File: src/rtl/core/imufu_pkg.sv
// shared types and constants for the imu fifo frame unpacker
package imufu_pkg;

  localparam int WORD_W    = 16;
  localparam int ROLL_W    = 48;
  localparam int TS_W      = 64;
  localparam int CFG_IDX_W = 3;
  localparam int POS_W     = 3;
  localparam int LEN_W     = 4;

  // configuration register indexes
  typedef enum logic [CFG_IDX_W-1:0] {
    REG_ACC_ENABLE      = 3'd0,
    REG_GYR_ENABLE      = 3'd1,
    REG_TEMP_ENABLE     = 3'd2,
    REG_TIME_ENABLE     = 3'd3,
    REG_ACC_DUMMY_WORD  = 3'd4,
    REG_GYR_DUMMY_WORD  = 3'd5,
    REG_TEMP_DUMMY_WORD = 3'd6
  } cfg_reg_t;

  // reset values of the configuration registers
  localparam logic              RST_ACC_ENABLE  = 1'b0;
  localparam logic              RST_GYR_ENABLE  = 1'b0;
  localparam logic              RST_TEMP_ENABLE = 1'b0;
  localparam logic              RST_TIME_ENABLE = 1'b1;
  localparam logic [WORD_W-1:0] RST_ACC_DUMMY   = 16'h7F01;
  localparam logic [WORD_W-1:0] RST_GYR_DUMMY   = 16'h7F02;
  localparam logic [WORD_W-1:0] RST_TEMP_DUMMY  = 16'h8000;

  // bit positions in the per-frame valid flags
  localparam int FLAG_ACC  = 0;
  localparam int FLAG_GYR  = 1;
  localparam int FLAG_TEMP = 2;

  // stream enables
  typedef struct packed {
    logic acc;
    logic gyr;
    logic temp;
    logic time_word;
  } enables_t;

  // where the current word falls in the frame
  typedef struct packed {
    logic             len_zero;
    logic [POS_W-1:0] pos_start;
    logic [POS_W-1:0] pos_next;
    logic             first;
    logic             last;
    logic             acc_hit;
    logic             gyr_hit;
    logic             temp_hit;
    logic             time_hit;
    logic [1:0]       idx;
  } slot_t;

endpackage

File: src/rtl/core/imufu_if.sv
// handshake channels of the imu fifo frame unpacker

// fifo word channel
interface imufu_word_if;
  logic        valid;
  logic        ready;
  logic [15:0] fifo_word;
  logic        batch_start;

  modport source (output valid, output fifo_word, output batch_start, input ready);
  modport sink (input valid, input fifo_word, input batch_start, output ready);
endinterface

// decoded frame channel
interface imufu_frame_if;
  logic               valid;
  logic               ready;
  logic               acc_valid;
  logic signed [15:0] acc_x;
  logic signed [15:0] acc_y;
  logic signed [15:0] acc_z;
  logic               gyr_valid;
  logic signed [15:0] gyr_x;
  logic signed [15:0] gyr_y;
  logic signed [15:0] gyr_z;
  logic               temp_valid;
  logic signed [15:0] temperature;
  logic [63:0]        timestamp;

  modport source (output valid, output acc_valid, output acc_x, output acc_y, output acc_z,
                  output gyr_valid, output gyr_x, output gyr_y, output gyr_z,
                  output temp_valid, output temperature, output timestamp, input ready);
  modport sink (input valid, input acc_valid, input acc_x, input acc_y, input acc_z,
                input gyr_valid, input gyr_x, input gyr_y, input gyr_z,
                input temp_valid, input temperature, input timestamp, output ready);
endinterface

// configuration write channel
interface imufu_cfg_if;
  logic        valid;
  logic        ready;
  logic [2:0]  index;
  logic [15:0] data;

  modport source (output valid, output index, output data, input ready);
  modport sink (input valid, input index, input data, output ready);
endinterface

File: src/rtl/core/imufu_slot_decode.sv
// frame position decoder: frame length, slot of the current word, next position
module imufu_slot_decode
  import imufu_pkg::*;
(
  input  enables_t         en,
  input  logic [POS_W-1:0] frame_position,
  input  logic             batch_start,
  output slot_t            slot
);

  logic [LEN_W-1:0] len;
  logic [LEN_W-1:0] gyr_off;
  logic [LEN_W-1:0] temp_off;
  logic [LEN_W-1:0] time_off;
  logic [LEN_W-1:0] gyr_rel;
  logic [POS_W-1:0] pos_start;
  logic [POS_W-1:0] pos;
  logic [LEN_W-1:0] pos4;

  // frame layout offsets
  always_comb begin
    gyr_off  = en.acc ? LEN_W'(3) : '0;
    temp_off = gyr_off + (en.gyr ? LEN_W'(3) : '0);
    time_off = temp_off + LEN_W'(en.temp);
    len      = time_off + LEN_W'(en.time_word);
  end

  // position of this word, realigned on batch start or a shrunk frame
  always_comb begin
    pos_start = batch_start ? '0 : frame_position;
    pos       = ({1'b0, pos_start} >= len) ? '0 : pos_start;
    pos4      = {1'b0, pos};
    gyr_rel   = pos4 - gyr_off;
  end

  // slot flags
  always_comb begin
    slot.len_zero  = (len == '0);
    slot.pos_start = pos_start;
    slot.first     = (pos == '0);
    slot.last      = ((pos4 + LEN_W'(1)) >= len);
    slot.pos_next  = slot.last ? '0 : pos + POS_W'(1);
    slot.acc_hit   = en.acc && (pos4 < LEN_W'(3));
    slot.gyr_hit   = en.gyr && (pos4 >= gyr_off) && (pos4 < gyr_off + LEN_W'(3));
    slot.temp_hit  = en.temp && (pos4 == temp_off);
    slot.time_hit  = en.time_word && (pos4 == time_off);
    slot.idx       = slot.acc_hit ? pos[1:0] : gyr_rel[1:0];
  end

endmodule

File: src/rtl/core/imu_fifo_frame_unpacker.sv
// top level of the imu fifo frame unpacker
//
// Parses 16-bit sensor FIFO words into frames (accel xyz, gyro xyz, temperature,
// time word, each only when enabled) and gives one result per frame at its last
// word. One word is taken every clock cycle: all per-word work (slot decode, dummy
// compare, 48-bit rollover increment) sits between the state registers and the
// result register. A result appears in the cycle after the word that ends its frame
// and stays in the result register until taken; a new word is taken in any cycle
// in which that register is empty or is being read out, so the rate drops below
// one word per cycle only while the result side stalls. Configuration writes are
// taken every cycle and are meant for idle periods.
module imu_fifo_frame_unpacker
  import imufu_pkg::*;
(
  input  logic        clk,
  input  logic        rst,
  imufu_word_if.sink  words,
  imufu_frame_if.source result,
  imufu_cfg_if.sink   cfg
);

  // configuration registers
  enables_t          en;
  logic [WORD_W-1:0] acc_dummy_word;
  logic [WORD_W-1:0] gyr_dummy_word;
  logic [WORD_W-1:0] temp_dummy_word;

  // parser state
  logic [POS_W-1:0]  frame_position;
  logic [WORD_W-1:0] acc_capture [3];
  logic [WORD_W-1:0] gyr_capture [3];
  logic [WORD_W-1:0] acc_held [3];
  logic [WORD_W-1:0] gyr_held [3];
  logic [WORD_W-1:0] temp_held;
  logic [2:0]        frame_valid_flags;
  logic [WORD_W-1:0] previous_time_word;
  logic [ROLL_W-1:0] rollover_base;
  logic [TS_W-1:0]   held_timestamp;

  logic [WORD_W-1:0] acc_held_next [3];
  logic [WORD_W-1:0] gyr_held_next [3];
  logic [WORD_W-1:0] temp_held_next;
  logic [2:0]        flags_next;
  logic [ROLL_W-1:0] rollover_base_next;
  logic [TS_W-1:0]   held_timestamp_next;

  slot_t             slot;
  logic              accept;
  logic              emit;
  logic              acc_take;
  logic              gyr_take;
  logic [WORD_W-1:0] w;

  assign cfg.ready   = 1'b1;
  assign words.ready = !result.valid || result.ready;
  assign accept      = words.valid && words.ready;
  assign w           = words.fifo_word;

  // configuration writes
  always_ff @(posedge clk) begin
    if (rst) begin
      en.acc          <= RST_ACC_ENABLE;
      en.gyr          <= RST_GYR_ENABLE;
      en.temp         <= RST_TEMP_ENABLE;
      en.time_word    <= RST_TIME_ENABLE;
      acc_dummy_word  <= RST_ACC_DUMMY;
      gyr_dummy_word  <= RST_GYR_DUMMY;
      temp_dummy_word <= RST_TEMP_DUMMY;
    end else if (cfg.valid && cfg.ready) begin
      case (cfg_reg_t'(cfg.index))
        REG_ACC_ENABLE:      en.acc          <= cfg.data[0];
        REG_GYR_ENABLE:      en.gyr          <= cfg.data[0];
        REG_TEMP_ENABLE:     en.temp         <= cfg.data[0];
        REG_TIME_ENABLE:     en.time_word    <= cfg.data[0];
        REG_ACC_DUMMY_WORD:  acc_dummy_word  <= cfg.data;
        REG_GYR_DUMMY_WORD:  gyr_dummy_word  <= cfg.data;
        REG_TEMP_DUMMY_WORD: temp_dummy_word <= cfg.data;
        default: ;
      endcase
    end
  end

  imufu_slot_decode u_slot_decode (
    .en             (en),
    .frame_position (frame_position),
    .batch_start    (words.batch_start),
    .slot           (slot)
  );

  // triple completes on its third word, kept unless the first word is the dummy
  assign acc_take = slot.acc_hit && (slot.idx == 2'd2) && (acc_capture[0] != acc_dummy_word);
  assign gyr_take = slot.gyr_hit && (slot.idx == 2'd2) && (gyr_capture[0] != gyr_dummy_word);

  // next held samples, flags and time
  always_comb begin
    acc_held_next[0] = acc_take ? acc_capture[0] : acc_held[0];
    acc_held_next[1] = acc_take ? acc_capture[1] : acc_held[1];
    acc_held_next[2] = acc_take ? w : acc_held[2];
    gyr_held_next[0] = gyr_take ? gyr_capture[0] : gyr_held[0];
    gyr_held_next[1] = gyr_take ? gyr_capture[1] : gyr_held[1];
    gyr_held_next[2] = gyr_take ? w : gyr_held[2];

    flags_next = slot.first ? 3'b000 : frame_valid_flags;
    if (acc_take) begin
      flags_next[FLAG_ACC] = 1'b1;
    end
    if (gyr_take) begin
      flags_next[FLAG_GYR] = 1'b1;
    end

    temp_held_next = temp_held;
    if (slot.temp_hit && (w != temp_dummy_word)) begin
      temp_held_next        = w;
      flags_next[FLAG_TEMP] = 1'b1;
    end

    rollover_base_next  = rollover_base;
    held_timestamp_next = held_timestamp;
    if (slot.time_hit) begin
      if (previous_time_word > w) begin
        rollover_base_next = rollover_base + ROLL_W'(1);
      end
      held_timestamp_next = {rollover_base_next, w};
    end
  end

  assign emit = accept && !slot.len_zero && slot.last;

  // parser state update
  always_ff @(posedge clk) begin
    if (rst) begin
      frame_position     <= '0;
      frame_valid_flags  <= '0;
      temp_held          <= '0;
      previous_time_word <= '0;
      rollover_base      <= '0;
      held_timestamp     <= '0;
      for (int i = 0; i < 3; i++) begin
        acc_capture[i] <= '0;
        gyr_capture[i] <= '0;
        acc_held[i]    <= '0;
        gyr_held[i]    <= '0;
      end
    end else if (accept) begin
      if (slot.len_zero) begin
        frame_position <= slot.pos_start;
      end else begin
        frame_position    <= slot.pos_next;
        frame_valid_flags <= slot.last ? 3'b000 : flags_next;
        if (slot.acc_hit) begin
          acc_capture[slot.idx] <= w;
        end
        if (slot.gyr_hit) begin
          gyr_capture[slot.idx] <= w;
        end
        for (int i = 0; i < 3; i++) begin
          acc_held[i] <= acc_held_next[i];
          gyr_held[i] <= gyr_held_next[i];
        end
        temp_held      <= temp_held_next;
        rollover_base  <= rollover_base_next;
        held_timestamp <= held_timestamp_next;
        if (slot.time_hit) begin
          previous_time_word <= w;
        end
      end
    end
  end

  // result register control
  always_ff @(posedge clk) begin
    if (rst) begin
      result.valid <= 1'b0;
    end else if (emit) begin
      result.valid <= 1'b1;
    end else if (result.ready) begin
      result.valid <= 1'b0;
    end
  end

  // result register payload
  always_ff @(posedge clk) begin
    if (emit) begin
      result.acc_valid   <= flags_next[FLAG_ACC];
      result.acc_x       <= $signed(acc_held_next[0]);
      result.acc_y       <= $signed(acc_held_next[1]);
      result.acc_z       <= $signed(acc_held_next[2]);
      result.gyr_valid   <= flags_next[FLAG_GYR];
      result.gyr_x       <= $signed(gyr_held_next[0]);
      result.gyr_y       <= $signed(gyr_held_next[1]);
      result.gyr_z       <= $signed(gyr_held_next[2]);
      result.temp_valid  <= flags_next[FLAG_TEMP];
      result.temperature <= $signed(temp_held_next);
      result.timestamp   <= held_timestamp_next;
    end
  end

  // a word that ends a frame always loads the result register
  a_emit_loads: assert property (@(posedge clk) disable iff (rst)
    accept && !slot.len_zero && slot.last |=> result.valid)
    else $error("frame end did not produce a result");

  // each word of a live frame lands in exactly one slot
  a_one_slot: assert property (@(posedge clk) disable iff (rst)
    accept && !slot.len_zero |->
      $onehot({slot.acc_hit, slot.gyr_hit, slot.temp_hit, slot.time_hit}))
    else $error("word decoded to no slot or several slots");

  // the rollover base advances by at most one per cycle
  a_roll_step: assert property (@(posedge clk) disable iff (rst)
    1'b1 |=> (rollover_base == $past(rollover_base)) ||
             (rollover_base == $past(rollover_base) + ROLL_W'(1)))
    else $error("rollover base jumped");

  // words taken while every stream is off never make a result
  a_idle_no_result: assert property (@(posedge clk) disable iff (rst)
    accept && slot.len_zero && !result.valid |=> !result.valid)
    else $error("result produced with no stream enabled");

endmodule

File: src/flat_wrapper.sv
// flat-port wrapper written by rule: the top's interface ports become plain ports
module imu_fifo_frame_unpacker_flat import imufu_pkg::*;
  (clk, rst, words_valid, words_fifo_word, words_batch_start, words_ready, result_valid, result_acc_valid, result_acc_x, result_acc_y, result_acc_z, result_gyr_valid, result_gyr_x, result_gyr_y, result_gyr_z, result_temp_valid, result_temperature, result_timestamp, result_ready, cfg_valid, cfg_index, cfg_data, cfg_ready);
  imufu_word_if words_i ();
  imufu_frame_if result_i ();
  imufu_cfg_if cfg_i ();
  input  logic clk;
  input  logic rst;
  input wire logic [$bits(words_i.valid)-1:0] words_valid;
  input wire logic [$bits(words_i.fifo_word)-1:0] words_fifo_word;
  input wire logic [$bits(words_i.batch_start)-1:0] words_batch_start;
  output wire logic [$bits(words_i.ready)-1:0] words_ready;
  output wire logic [$bits(result_i.valid)-1:0] result_valid;
  output wire logic [$bits(result_i.acc_valid)-1:0] result_acc_valid;
  output wire logic [$bits(result_i.acc_x)-1:0] result_acc_x;
  output wire logic [$bits(result_i.acc_y)-1:0] result_acc_y;
  output wire logic [$bits(result_i.acc_z)-1:0] result_acc_z;
  output wire logic [$bits(result_i.gyr_valid)-1:0] result_gyr_valid;
  output wire logic [$bits(result_i.gyr_x)-1:0] result_gyr_x;
  output wire logic [$bits(result_i.gyr_y)-1:0] result_gyr_y;
  output wire logic [$bits(result_i.gyr_z)-1:0] result_gyr_z;
  output wire logic [$bits(result_i.temp_valid)-1:0] result_temp_valid;
  output wire logic [$bits(result_i.temperature)-1:0] result_temperature;
  output wire logic [$bits(result_i.timestamp)-1:0] result_timestamp;
  input wire logic [$bits(result_i.ready)-1:0] result_ready;
  input wire logic [$bits(cfg_i.valid)-1:0] cfg_valid;
  input wire logic [$bits(cfg_i.index)-1:0] cfg_index;
  input wire logic [$bits(cfg_i.data)-1:0] cfg_data;
  output wire logic [$bits(cfg_i.ready)-1:0] cfg_ready;
  assign words_i.valid = words_valid;
  assign words_i.fifo_word = words_fifo_word;
  assign words_i.batch_start = words_batch_start;
  assign words_ready = words_i.ready;
  assign result_valid = result_i.valid;
  assign result_acc_valid = result_i.acc_valid;
  assign result_acc_x = result_i.acc_x;
  assign result_acc_y = result_i.acc_y;
  assign result_acc_z = result_i.acc_z;
  assign result_gyr_valid = result_i.gyr_valid;
  assign result_gyr_x = result_i.gyr_x;
  assign result_gyr_y = result_i.gyr_y;
  assign result_gyr_z = result_i.gyr_z;
  assign result_temp_valid = result_i.temp_valid;
  assign result_temperature = result_i.temperature;
  assign result_timestamp = result_i.timestamp;
  assign result_i.ready = result_ready;
  assign cfg_i.valid = cfg_valid;
  assign cfg_i.index = cfg_index;
  assign cfg_i.data = cfg_data;
  assign cfg_ready = cfg_i.ready;
  imu_fifo_frame_unpacker u_core (.clk(clk), .rst(rst), .words(words_i), .result(result_i), .cfg(cfg_i));
endmodule
File: config.mk
export PLATFORM = sky130hd
export DESIGN_NAME = imu_fifo_frame_unpacker_flat
export DESIGN_NICKNAME = d
export VERILOG_FILES = /design/src/rtl/core/imufu_pkg.sv /design/src/rtl/core/imufu_if.sv /design/src/rtl/core/imufu_slot_decode.sv /design/src/rtl/core/imu_fifo_frame_unpacker.sv /design/src/flat_wrapper.sv
export SDC_FILE = /design/constraint.sdc
export NUM_CORES = 1
export LEC_CHECK = 0
export BUFFER_PORTS_ARGS = -buffer_cell sky130_fd_sc_hd__clkbuf_2
export CAP_MARGIN = 10
export CORE_ASPECT_RATIO = 1.2
export CORE_MARGIN = 2
export CORE_UTILIZATION = 25
export DETAILED_ROUTE_END_ITERATION = 8
export PLACE_DENSITY_LB_ADDON = 0.25
export SYNTH_ARGS = -nofsm -noshare
export SYNTH_HDL_FRONTEND = slang
export SYNTH_SLANG_ARGS = --single-unit
File: constraint.sdc
create_clock -name clk -period 10 [get_ports clk]
set_input_delay 2 -clock clk [delete_from_list [all_inputs] [get_ports clk]]
set_output_delay 2 -clock clk [all_outputs]
set_load 0.02 [all_outputs]
After elaboration in Yosys (flattened, before gate mapping)

Memory sizes are Yosys's and may differ from the RTL's.
Cells that the tools add are included.

Output and inout port bits: 182
Memories kept: 4
Bits in latches: 0
Bits in read-only memories: 0
Bits in writable memories: 192
Register bits after elaboration: 382

Div/mod/pow operators: 0
$lt $le $gt $ge: 6
$mul: 0
Reductions and logical operators: 31
Muxes and demuxes: 51
Bitwise logic cells: 7
Eq/ne operators: 12
Add/sub/neg operators: 8
Shift operators: 0

Memories:

| name               | depth | width | read ports | clocked after Yosys merged registers in | wr ports | RTL line                      | text |
|---|---|---|---|---|---|---|---|
| u_core.acc_capture | 3     | 16    | 2          | 0                                       | 3        | imu_fifo_frame_unpacker.sv:30 | `logic [WORD_W-1:0] acc_capture [3];` |
| u_core.acc_held    | 3     | 16    | 3          | 0                                       | 3        | imu_fifo_frame_unpacker.sv:32 | `logic [WORD_W-1:0] acc_held [3];` |
| u_core.gyr_capture | 3     | 16    | 2          | 0                                       | 3        | imu_fifo_frame_unpacker.sv:31 | `logic [WORD_W-1:0] gyr_capture [3];` |
| u_core.gyr_held    | 3     | 16    | 3          | 0                                       | 3        | imu_fifo_frame_unpacker.sv:33 | `logic [WORD_W-1:0] gyr_held [3];` |

Operators with widths:

| kind                    | number |
|---|---|
| $mux W16                | 15 |
| $mux W64                | 1 |
| $add A48 B1 Y48 const B | 1 |
| $mux W48                | 1 |
| $ne A16 B16 Y1          | 3 |
| $reduce_or A16 Y1       | 2 |
| $mux W1                 | 23 |
| $mux W3                 | 6 |
| $gt A16 B16 Y1          | 1 |
| $reduce_and A2 Y1       | 8 |
| $logic_and A1 B1 Y1     | 13 |
| $mux W2                 | 5 |
| $eq A3 B3 Y1 const B    | 3 |
| $add A4 B1 Y4           | 2 |
| $eq A3 B4 Y1            | 2 |
| $eq A3 B2 Y1 const B    | 2 |
| $logic_not A3 Y1        | 2 |
| $or A1 B1 Y1            | 6 |
| $add A3 B1 Y4 const B   | 1 |
| $add A4 B2 Y4           | 1 |
| $add A4 B2 Y4 const B   | 1 |
| $ge A3 B4 Y1            | 1 |
| $ge A4 B4 Y1            | 1 |
| $logic_not A4 Y1        | 1 |
| 12 further kinds        | 13 |

Depth between registers and ports, before layout

Gate-level depths: netlist (run 1).

Word-level depth: 16
Gate-level depth with buffers: 17
Mapped depth without buffers: 17

Hierarchy

From an unflattened synthesis (run 1), not the netlist that was laid out.

Cells, all modules: 2,105
Area total of the unflattened synthesis: 23,970.5 µm²

By module, submodules not included:

| module                  | area an instance (µm²) | cells each | instances | seq. area each (µm²) |
|---|---|---|---|---|
| imu_fifo_frame_unpacker | 23,266.1               | 2,021      | 1         | 14,243.7 |
| imufu_slot_decode       | 704.4                  | 84         | 1         | 0.0 |

Worst setup path before layout (run 1)

OpenSTA, ideal clock, no wires.

Kind: input -> register
Start point: input words_batch_start
End point: register u_core.result.acc_valid (enable)
Stages: 14
Setup time: 531 ps
Setup slack: 1,310 ps
Path buffers: 0
Arrival: 8,159 ps
Cell sequence: nor2b_1 -> inv_1 -> ha_1 -> nand2b_1 -> a21oi_1 -> maj3_2 -> o21ai_2 -> inv_2 -> ha_1 -> a211o_1 -> a31oi_1 -> o21ai_1 -> a21o_1 -> inv_1

Longest elaborated chain between the ends: 6

Ends and longest elaborated chain:

| what                    | RTL line                       | text |
|---|---|---|
| start, declared         | flat_wrapper.sv:11             | `input wire logic [$bits(words_i.batch_start)-1:0] words_batch_start;` |
| $mux W3 (*)             | imufu_slot_decode.sv:30        | `pos_start = batch_start ? '0 : frame_position;` |
| $ge A3 B4 Y1            | imufu_slot_decode.sv:31        | `pos = ({1'b0, pos_start} >= len) ? '0 : pos_start;` |
| $mux W3 (*)             | imufu_slot_decode.sv:31        |  |
| $add A3 B1 Y4 (*)       | imufu_slot_decode.sv:41        | `slot.last = ((pos4 + LEN_W'(1)) >= len);` |
| $ge A4 B4 Y1 (*)        | imufu_slot_decode.sv:41        |  |
| $logic_and A1 B1 Y1 (*) | imu_fifo_frame_unpacker.sv:127 | `assign emit = accept && !slot.len_zero && slot.last;` |
| via u_core.emit         | imu_fifo_frame_unpacker.sv:49  | `logic emit;` |
| end signal, assigned    | imu_fifo_frame_unpacker.sv:184 | `result.acc_valid <= flags_next[FLAG_ACC];` |
| end, declared           | imufu_if.sv:30                 | `modport source (output valid, output acc_valid, output acc_x, output acc_y, output acc_z,` |

The timed path passes the listed nets; every way through them passes the cells marked *.
A chain may end at the register's enable or synchronous reset.

Worst setup path in the final report (run 1)

Start point: input words_batch_start
End point: register u_core.result.gyr_y[4] (enable)

Longest elaborated chain between the ends: 6

Ends and longest elaborated chain:

| what                    | RTL line                       | text |
|---|---|---|
| $mux W3 (*)             | imufu_slot_decode.sv:30        |  |
| $ge A3 B4 Y1            | imufu_slot_decode.sv:31        |  |
| $mux W3 (*)             | imufu_slot_decode.sv:31        |  |
| $add A3 B1 Y4 (*)       | imufu_slot_decode.sv:41        |  |
| $ge A4 B4 Y1 (*)        | imufu_slot_decode.sv:41        |  |
| $logic_and A1 B1 Y1 (*) | imu_fifo_frame_unpacker.sv:127 |  |
| via u_core.emit         | imu_fifo_frame_unpacker.sv:49  |  |
| end signal, assigned    | imu_fifo_frame_unpacker.sv:190 | `result.gyr_y <= $signed(gyr_held_next[1]);` |
| end, declared           | imufu_if.sv:31                 | `output gyr_valid, output gyr_x, output gyr_y, output gyr_z,` |

Marked as above.

==> results.yml, run 1 <==
global_routing:
  grt_pass1_vias: 16590
  grt.total_usage_pct: 14.33
  grtUsageMet2_pct: 25.06
  top_usage_layer: "met2"
  antenna_found_initial: 2
  gr-usage-met1_pct: 18.37
  gr-usage-met3_pct: 2.184
  globalRouteOverflowTotal: 0
  grt_pass1_wl_um: 107000
  grt_start_max_net_pins: 107
logic_synthesis:
  yosys-top-cells-area: "edfxtp_1 43%, dfxtp_1 17%, mux2_2 4.8%, and2_1 4.3%, nand2_1 3.5%"
  netlist_area_um2: 23790
  synth_area_leader_cell: "edfxtp_1"
  ys_async_sr_fraction_pct: 0
  synth.avg_cell_area_um2: 11.66
  ys_types: 80
  syn_inst: 2041
  yosysWarnings: 0
  synth_top_area_share_pct: 42.79
  synth_ff_type: "edfxtp_1"
  synth_seq_cells: 542
  syn-num-nets: 2116
  synth_edf_count: 339
  post-synth-top-count-cell: "edfxtp_1"
  synth_seq_area_share_pct: 59.87
  ys_top_cells_by_count: "339 x edfxtp_1, 222 x nand2_1, 203 x dfxtp_1"
route:
  drc_errors: 0
  ant_nets: 0
  num_vias: 16460
  detail_route.wl_per_cell_um: 20.03
  vias_per_cell: 4.664
  drt-initial-drc-count: 1035
  drt-pass1-iter-count: 5
  wirelength_um: 70700
sta:
  hold_viol: 0
  max_slew_margin_pct: 19.79
  report.final.slew_viol_count: 0
  period_share_pct: 68.02
  max_freq_ghz: 0.1470
  period_needed_ps: 6802
  skew_ps: 44.41
  rsz0062_at_grt: "false"
  hold_ws_ps: 454.1
  setup_viol: 0
  tightest_slew_ps: 1198
  fin_setup_tns_ps: 0
worst_setup_path:
  critPathRequiredTime_ps: 10280
  crit_type: "primary input to register"
  critPathLaunchType: "primary input"
  cp_max_fo: 105
  critPathArrivalTime_ps: 7080
  crit_path_max_incr_delay_ps: 610
  cp_slowest_cell: "inv_8"
  cp-end-kind: "register"
  cp_cell_sequence: "clkbuf_2 > nor2b_1 > inv_1 > ha_1 > nand2b_1 > a21oi_1 > maj3_2 > o21ai_2 > inv_2 > ha_1 > and2_1 > a31oi_1 > a31oi_1 > o21ai_1 > a21o_1 > inv_8 > buf_4"
floorplanning:
  initial_core_util_pct: 25.30
  die_w_um: 285.6
  die_h_um: 341.9
  die_area_um2: 97660
  ios: 223
  core_um2: 94030
  rows: 123
finish:
  finish.utilization_pct: 30.19
  nNetsFinal: 2298
  fill_cells: 9603
  drive_above_1_share_pct: 22.43
  syn_to_final_growth_pct: 19.33
  fin_area_um2: 28390
clocking:
  htreeDepth: 2
  clk_pin_slew_ps: 60
  cts_resized: 0
  insertion_delay_ps: 650
  cts_tree: "built"
  hold_buffers: 0
  cts_buffers: 59
  clock-sinks: 542
  cts_setup_buffers: 0
  root_buffer: "clkbuf_16"
  max-clock-path-buffers: 3
place:
  place_area_um2: 26240
  gp_congestion: 0.8174
  detailed_place_hpwl_um: 46210
  io_buffers: 221
job:
  max-cap-violations: 0
power_and_ir_drop:
  swShare_pct: 26.71
  powerDensity_nw_per_um2: 204.2
  peakVddDrop_mv: 0.1123
  p_leak_uw: 0.01017
  clock_power_share_pct: 41.5
  seqPwrFrac_pct: 46.3
  power_switching_uw: 1548
  fin_total_pwr_uw: 5797
  p_int_uw: 4248
  combPwrFrac_pct: 12.2
status:
  status: "complete, no violations"
worst_hold_path:
  hold_class: "register to register"
-- flip-flops by register name, summed over array words and instances, names as in the netlist, 32 cells and up --
name and count:
u_core.held_timestamp 64, u_core.result.timestamp 64, u_core.acc_held 48, u_core.gyr_capture 32, u_core.gyr_held 48, u_core.rollover_base 48, u_core.acc_capture 32
-- power by group through the flow --
stage,clock (uW),combinational (uW),sequential (uW)
floorplan,0,335,2840
global placement,0,715,2740
detailed placement,0,725,2740
CTS,2470,727,2690
global route,2550,775,2710
finish,2400,707,2690
-- cells by family (layout without fill, tap and decap cells) --
| kind of cell | after synthesis | after routing | share of synthesized area, % |
|---|---|---|---|
| and+or+nand+nor | 637 | 637 | 13.89 |
| xor gates and xnor gates | 102 | 102 | 3.928 |
| buffers and inverters | 182 | 415 | 3.187 |
| muxes | 137 | 137 | 6.384 |
| DFF | 542 | 542 | 59.87 |
| other | 1 | 6 | 0.01576 |
| adders and majority gates | 36 | 36 | 1.909 |
| AOI/OAI and AO/OA | 404 | 404 | 10.81 |
-- cell usage in the layout (no fill, tap or decap), types with 43 or more instances in the layout --
master and n:
dfxtp_1 203, xnor2_1 74, and2_1 164, nand2_1 221
a21oi_1 138, mux2_2 101, o21ai_0 101, edfxtp_1 339
clkbuf_2 220, nand3_1 53, nor2_1 43, clkbuf_16 60
-- per-stage QoR --
step,std cells,setup slack (ps)
global route,3524,2904
global placement,3412,2885
detailed placement,3412,2665
CTS,3524,3361
floorplan,2041,1310
finish,3529,3198
-- layer usage --
metal  wire length, um  vias to the layer above
li1                  -                     7770
met1             30700                     8226
met2             35420                      374
met3              3070                       88
met4              1512                        0
met5                 0                        -
-- cell type report --
class / instances / area [um2] / area share (%)
multi-input cells: 1317 / 8864 / 31.22
clock inverters: 40 / 560.5 / 1.974
repair buffers: 259 / 1394 / 4.910
well taps: 1250 / 1564 / 5.509
diodes: 5 / 12.51 / 0.04407
flip-flops and latches: 542 / 14240 / 50.17
inverters: 44 / 175.2 / 0.6170
clock buffers: 72 / 1577 / 5.553
-- critical path: cells and delay by family --
kind / cells / cell delay (ps)
buffers and inverters: 5 / 1760
AND/OR/NAND/NOR: 3 / 860
adder cells (fa/ha/maj): 3 / 1020
AO/OA/AOI/OAI: 6 / 1300
-- worst paths after layout --
kind                                               end            startpoint  depth (start not counted)  slack, ps
worst min register to register    u_core.temp_held[15]  u_core.temp_held[15]                          2        450
worst min-delay path              u_core.temp_held[15]  u_core.temp_held[15]                          2        450
worst max register to register  u_core.result.gyr_y[4]          u_core.en[3]                         17       3740
worst max-delay path            u_core.result.gyr_y[4]     words_batch_start                         17       3200
(Power assumes the default switching activity.)
==> inputs of run 2 (changes only) <==
- ABC_AREA: default -> 1
- clock period: 10 -> 6.1 ns (I/O delays scaled with it)
==> results.yml, run 2 <==
logic_synthesis:
  yosys-top-cells-area: "edfxtp_1 41%, dfxtp_1 16%, nand2_1 12%, inv_1 4.8%, nor2_1 4.6%"
  netlist_area_um2: 24950
  synth.avg_cell_area_um2: 8.643
  synth_ff_type: "edfxtp_1"
  post-synth-top-count-cell: "nand2_1"
  synth_area_leader_cell: "edfxtp_1"
  ys_async_sr_fraction_pct: 0
  syn_inst: 2887
  syn-num-nets: 2962
  synth_seq_cells: 542
  synth_edf_count: 339
  ys_types: 44
  synth_seq_area_share_pct: 57.09
  ys_top_cells_by_count: "826 x nand2_1, 339 x edfxtp_1, 322 x inv_1"
  synth_top_area_share_pct: 40.80
  yosysWarnings: 0
floorplanning:
  die_h_um: 350.1
  initial_core_util_pct: 25.28
  die_w_um: 292.4
  ios: 223
  rows: 126
  die_area_um2: 102400
  core_um2: 98690
worst_setup_path:
  r2r_slack_ps: 1530
  r2r-start: "u_core.en[3]"
  critPathLaunchType: "register"
  crit_path_max_incr_delay_ps: 570
  cpMostUsedCell: "nand2_2"
  cp_slowest_cell: "fa_1"
  crit_type: "register to register"
  cp_cell_sequence: "inv_4 > fa_1 > ha_2 > ha_1 > inv_1 > nand2_1 > nand2_2 > nand3_2 > nand2_1 > clkinv_2 > nand2_8 > nand2_8 > ha_4 > ha_4 > a21oi_2 > a21boi_0 > nand2_2 > nand2_2 > nand2_2 > clkinvlp_4 > buf_12"
  critPathArrivalTime_ps: 4860
  critPathRequiredTime_ps: 6390
  reg2regPathDepth: 21
  cp-end-kind: "register"
  cp_max_fo: 74
  r2r-end: "u_core.result.gyr_z[6]"
sta:
  fin_setup_tns_ps: 0
  period_share_pct: 74.96
  max_freq_ghz: 0.2187
  report.final.slew_viol_count: 0
  hold_ws_ps: 451.9
  setup_viol: 0
  skew_ps: 34.30
  rsz0062_at_grt: "false"
  hold_viol: 0
  max_slew_margin_pct: 36.83
  tightest_slew_ps: 944.1
  period_needed_ps: 4572
finish:
  reg_top3: "u_core.held_timestamp: 64 flops, u_core.result.timestamp: 64 flops"
  num_antenna_cells: 0
  syn_to_final_growth_pct: 18.56
  final_cell_mix: "820 x nand2_1, 339 x edfxtp_1, 318 x inv_1, 303 x nor2_1, 220 x clkbuf_2"
  drive_above_1_share_pct: 13.46
  fill_cells: 10500
  final_common_cell: "nand2_1"
  nNetsFinal: 3150
status:
  status: "complete, no violations"
place:
  gp_congestion: 0.8969
  io_buffers: 221
  detailed_place_hpwl_um: 54650
global_routing:
  grt_pass1_wl_um: 117800
  globalRouteOverflowTotal: 0
  antenna_found_initial: 3
  grt_start_max_net_pins: 97
  grt_pass1_vias: 18970
  grt.total_usage_pct: 15.15
clocking:
  max-clock-path-buffers: 3
  clk_pin_slew_ps: 60
  hold_buffers: 0
  root_buffer: "clkbuf_16"
  cts_resized: 0
  clock-sinks: 542
  cts_setup_buffers: 0
  insertion_delay_ps: 640
  cts_buffers: 61
  cts_tree: "built"
  htreeDepth: 2
power_and_ir_drop:
  powerDensity_nw_per_um2: 316.9
  p_leak_uw: 0.01274
  peakVddDrop_mv: 0.2190
  fin_total_pwr_uw: 9375
route:
  detail_route.wl_per_cell_um: 17.91
  drt-initial-drc-count: 1221
  num_vias: 19360
  ant_nets: 0
  vias_per_cell: 4.392
  drt-pass1-iter-count: 5
  drc_errors: 0
  wirelength_um: 78960
worst_hold_path:
  min-delay-start: "u_core.temp_held[11]"
  hold_class: "register to register"
  min_to: "u_core.temp_held[11]"
  hold_depth: 2
job:
  max-cap-violations: 0
[run 2: cells by family after synthesis]
logic type / count (synthesis) / synth area share [%]
AND/OR/NAND/NOR: 1502 / 25.65
flip-flops: 542 / 57.09
buffers and inverters: 483 / 8.013
AO/OA/AOI/OAI: 267 / 5.466
XOR/XNOR: 58 / 2.036
adder cells (fa/ha/maj): 34 / 1.735
other: 1 / 0.01503
[run 2: worst max-delay path by stage]
stage,startpoint,endpoint,slack [ps],cells after the start
2_1_floorplan,u_core.en[3],u_core.result.acc_valid,-70,21
3_3_place_gp,words_batch_start,u_core.result.acc_z[12],1380,21
3_5_place_dp,words_batch_start,u_core.result.acc_z[12],1420,21
4_1_cts,u_core.en[3],u_core.result.gyr_z[14],1490,21
5_1_grt,u_core.en[2],u_core.result.timestamp[10],1210,21
6_report,u_core.en[3],u_core.result.gyr_z[6],1530,21
[run 2: per-stage QoR]
stage	instances	util (%)	worst slack [ps]	area, um2
floorplan	2887	-	-72.90	25070
CTS	4408	29.97	1495	29580
detailed placement	4292	27.86	1419	27500
finish	4408	29.97	1528	29580
global placement	4292	27.86	1379	27500
global route	4408	29.97	1208	29580
[run 2: where the power goes]
group	total (uW)	switching, uW	internal (uW)
clock network	3780	1570	2220
logic	1260	957	299
registers	4340	105	4230
total	9380	2630	6750
[run 2: cell type report]
type / instances / area (um2) / share of cell area (%)
well taps: 1280 / 1602 / 5.414
flip-flops and latches: 542 / 14250 / 48.16
clock inverters: 26 / 291.5 / 0.9855
repair buffers: 263 / 1486 / 5.025
inverters: 345 / 1311 / 4.433
multi-input cells: 1862 / 8852 / 29.92
clock buffers: 90 / 1792 / 6.057
[run 2: critical path, delay by kind of cell, from the launching register on]
family / cells / cell delay, ps
adders and majority gates: 5 / 1720
and+or+nand+nor: 9 / 780
AOI/OAI and AO/OA: 2 / 300
buffers and inverters: 5 / 920
DFF: 1 / 410
[run 2: metal layers]
metal	global-route usage [%]	part of all wire (%)
met4	5.610	3.6
met1	17.85	41
met3	2.211	4.3
met5	0	0.052
met2	27.77	51
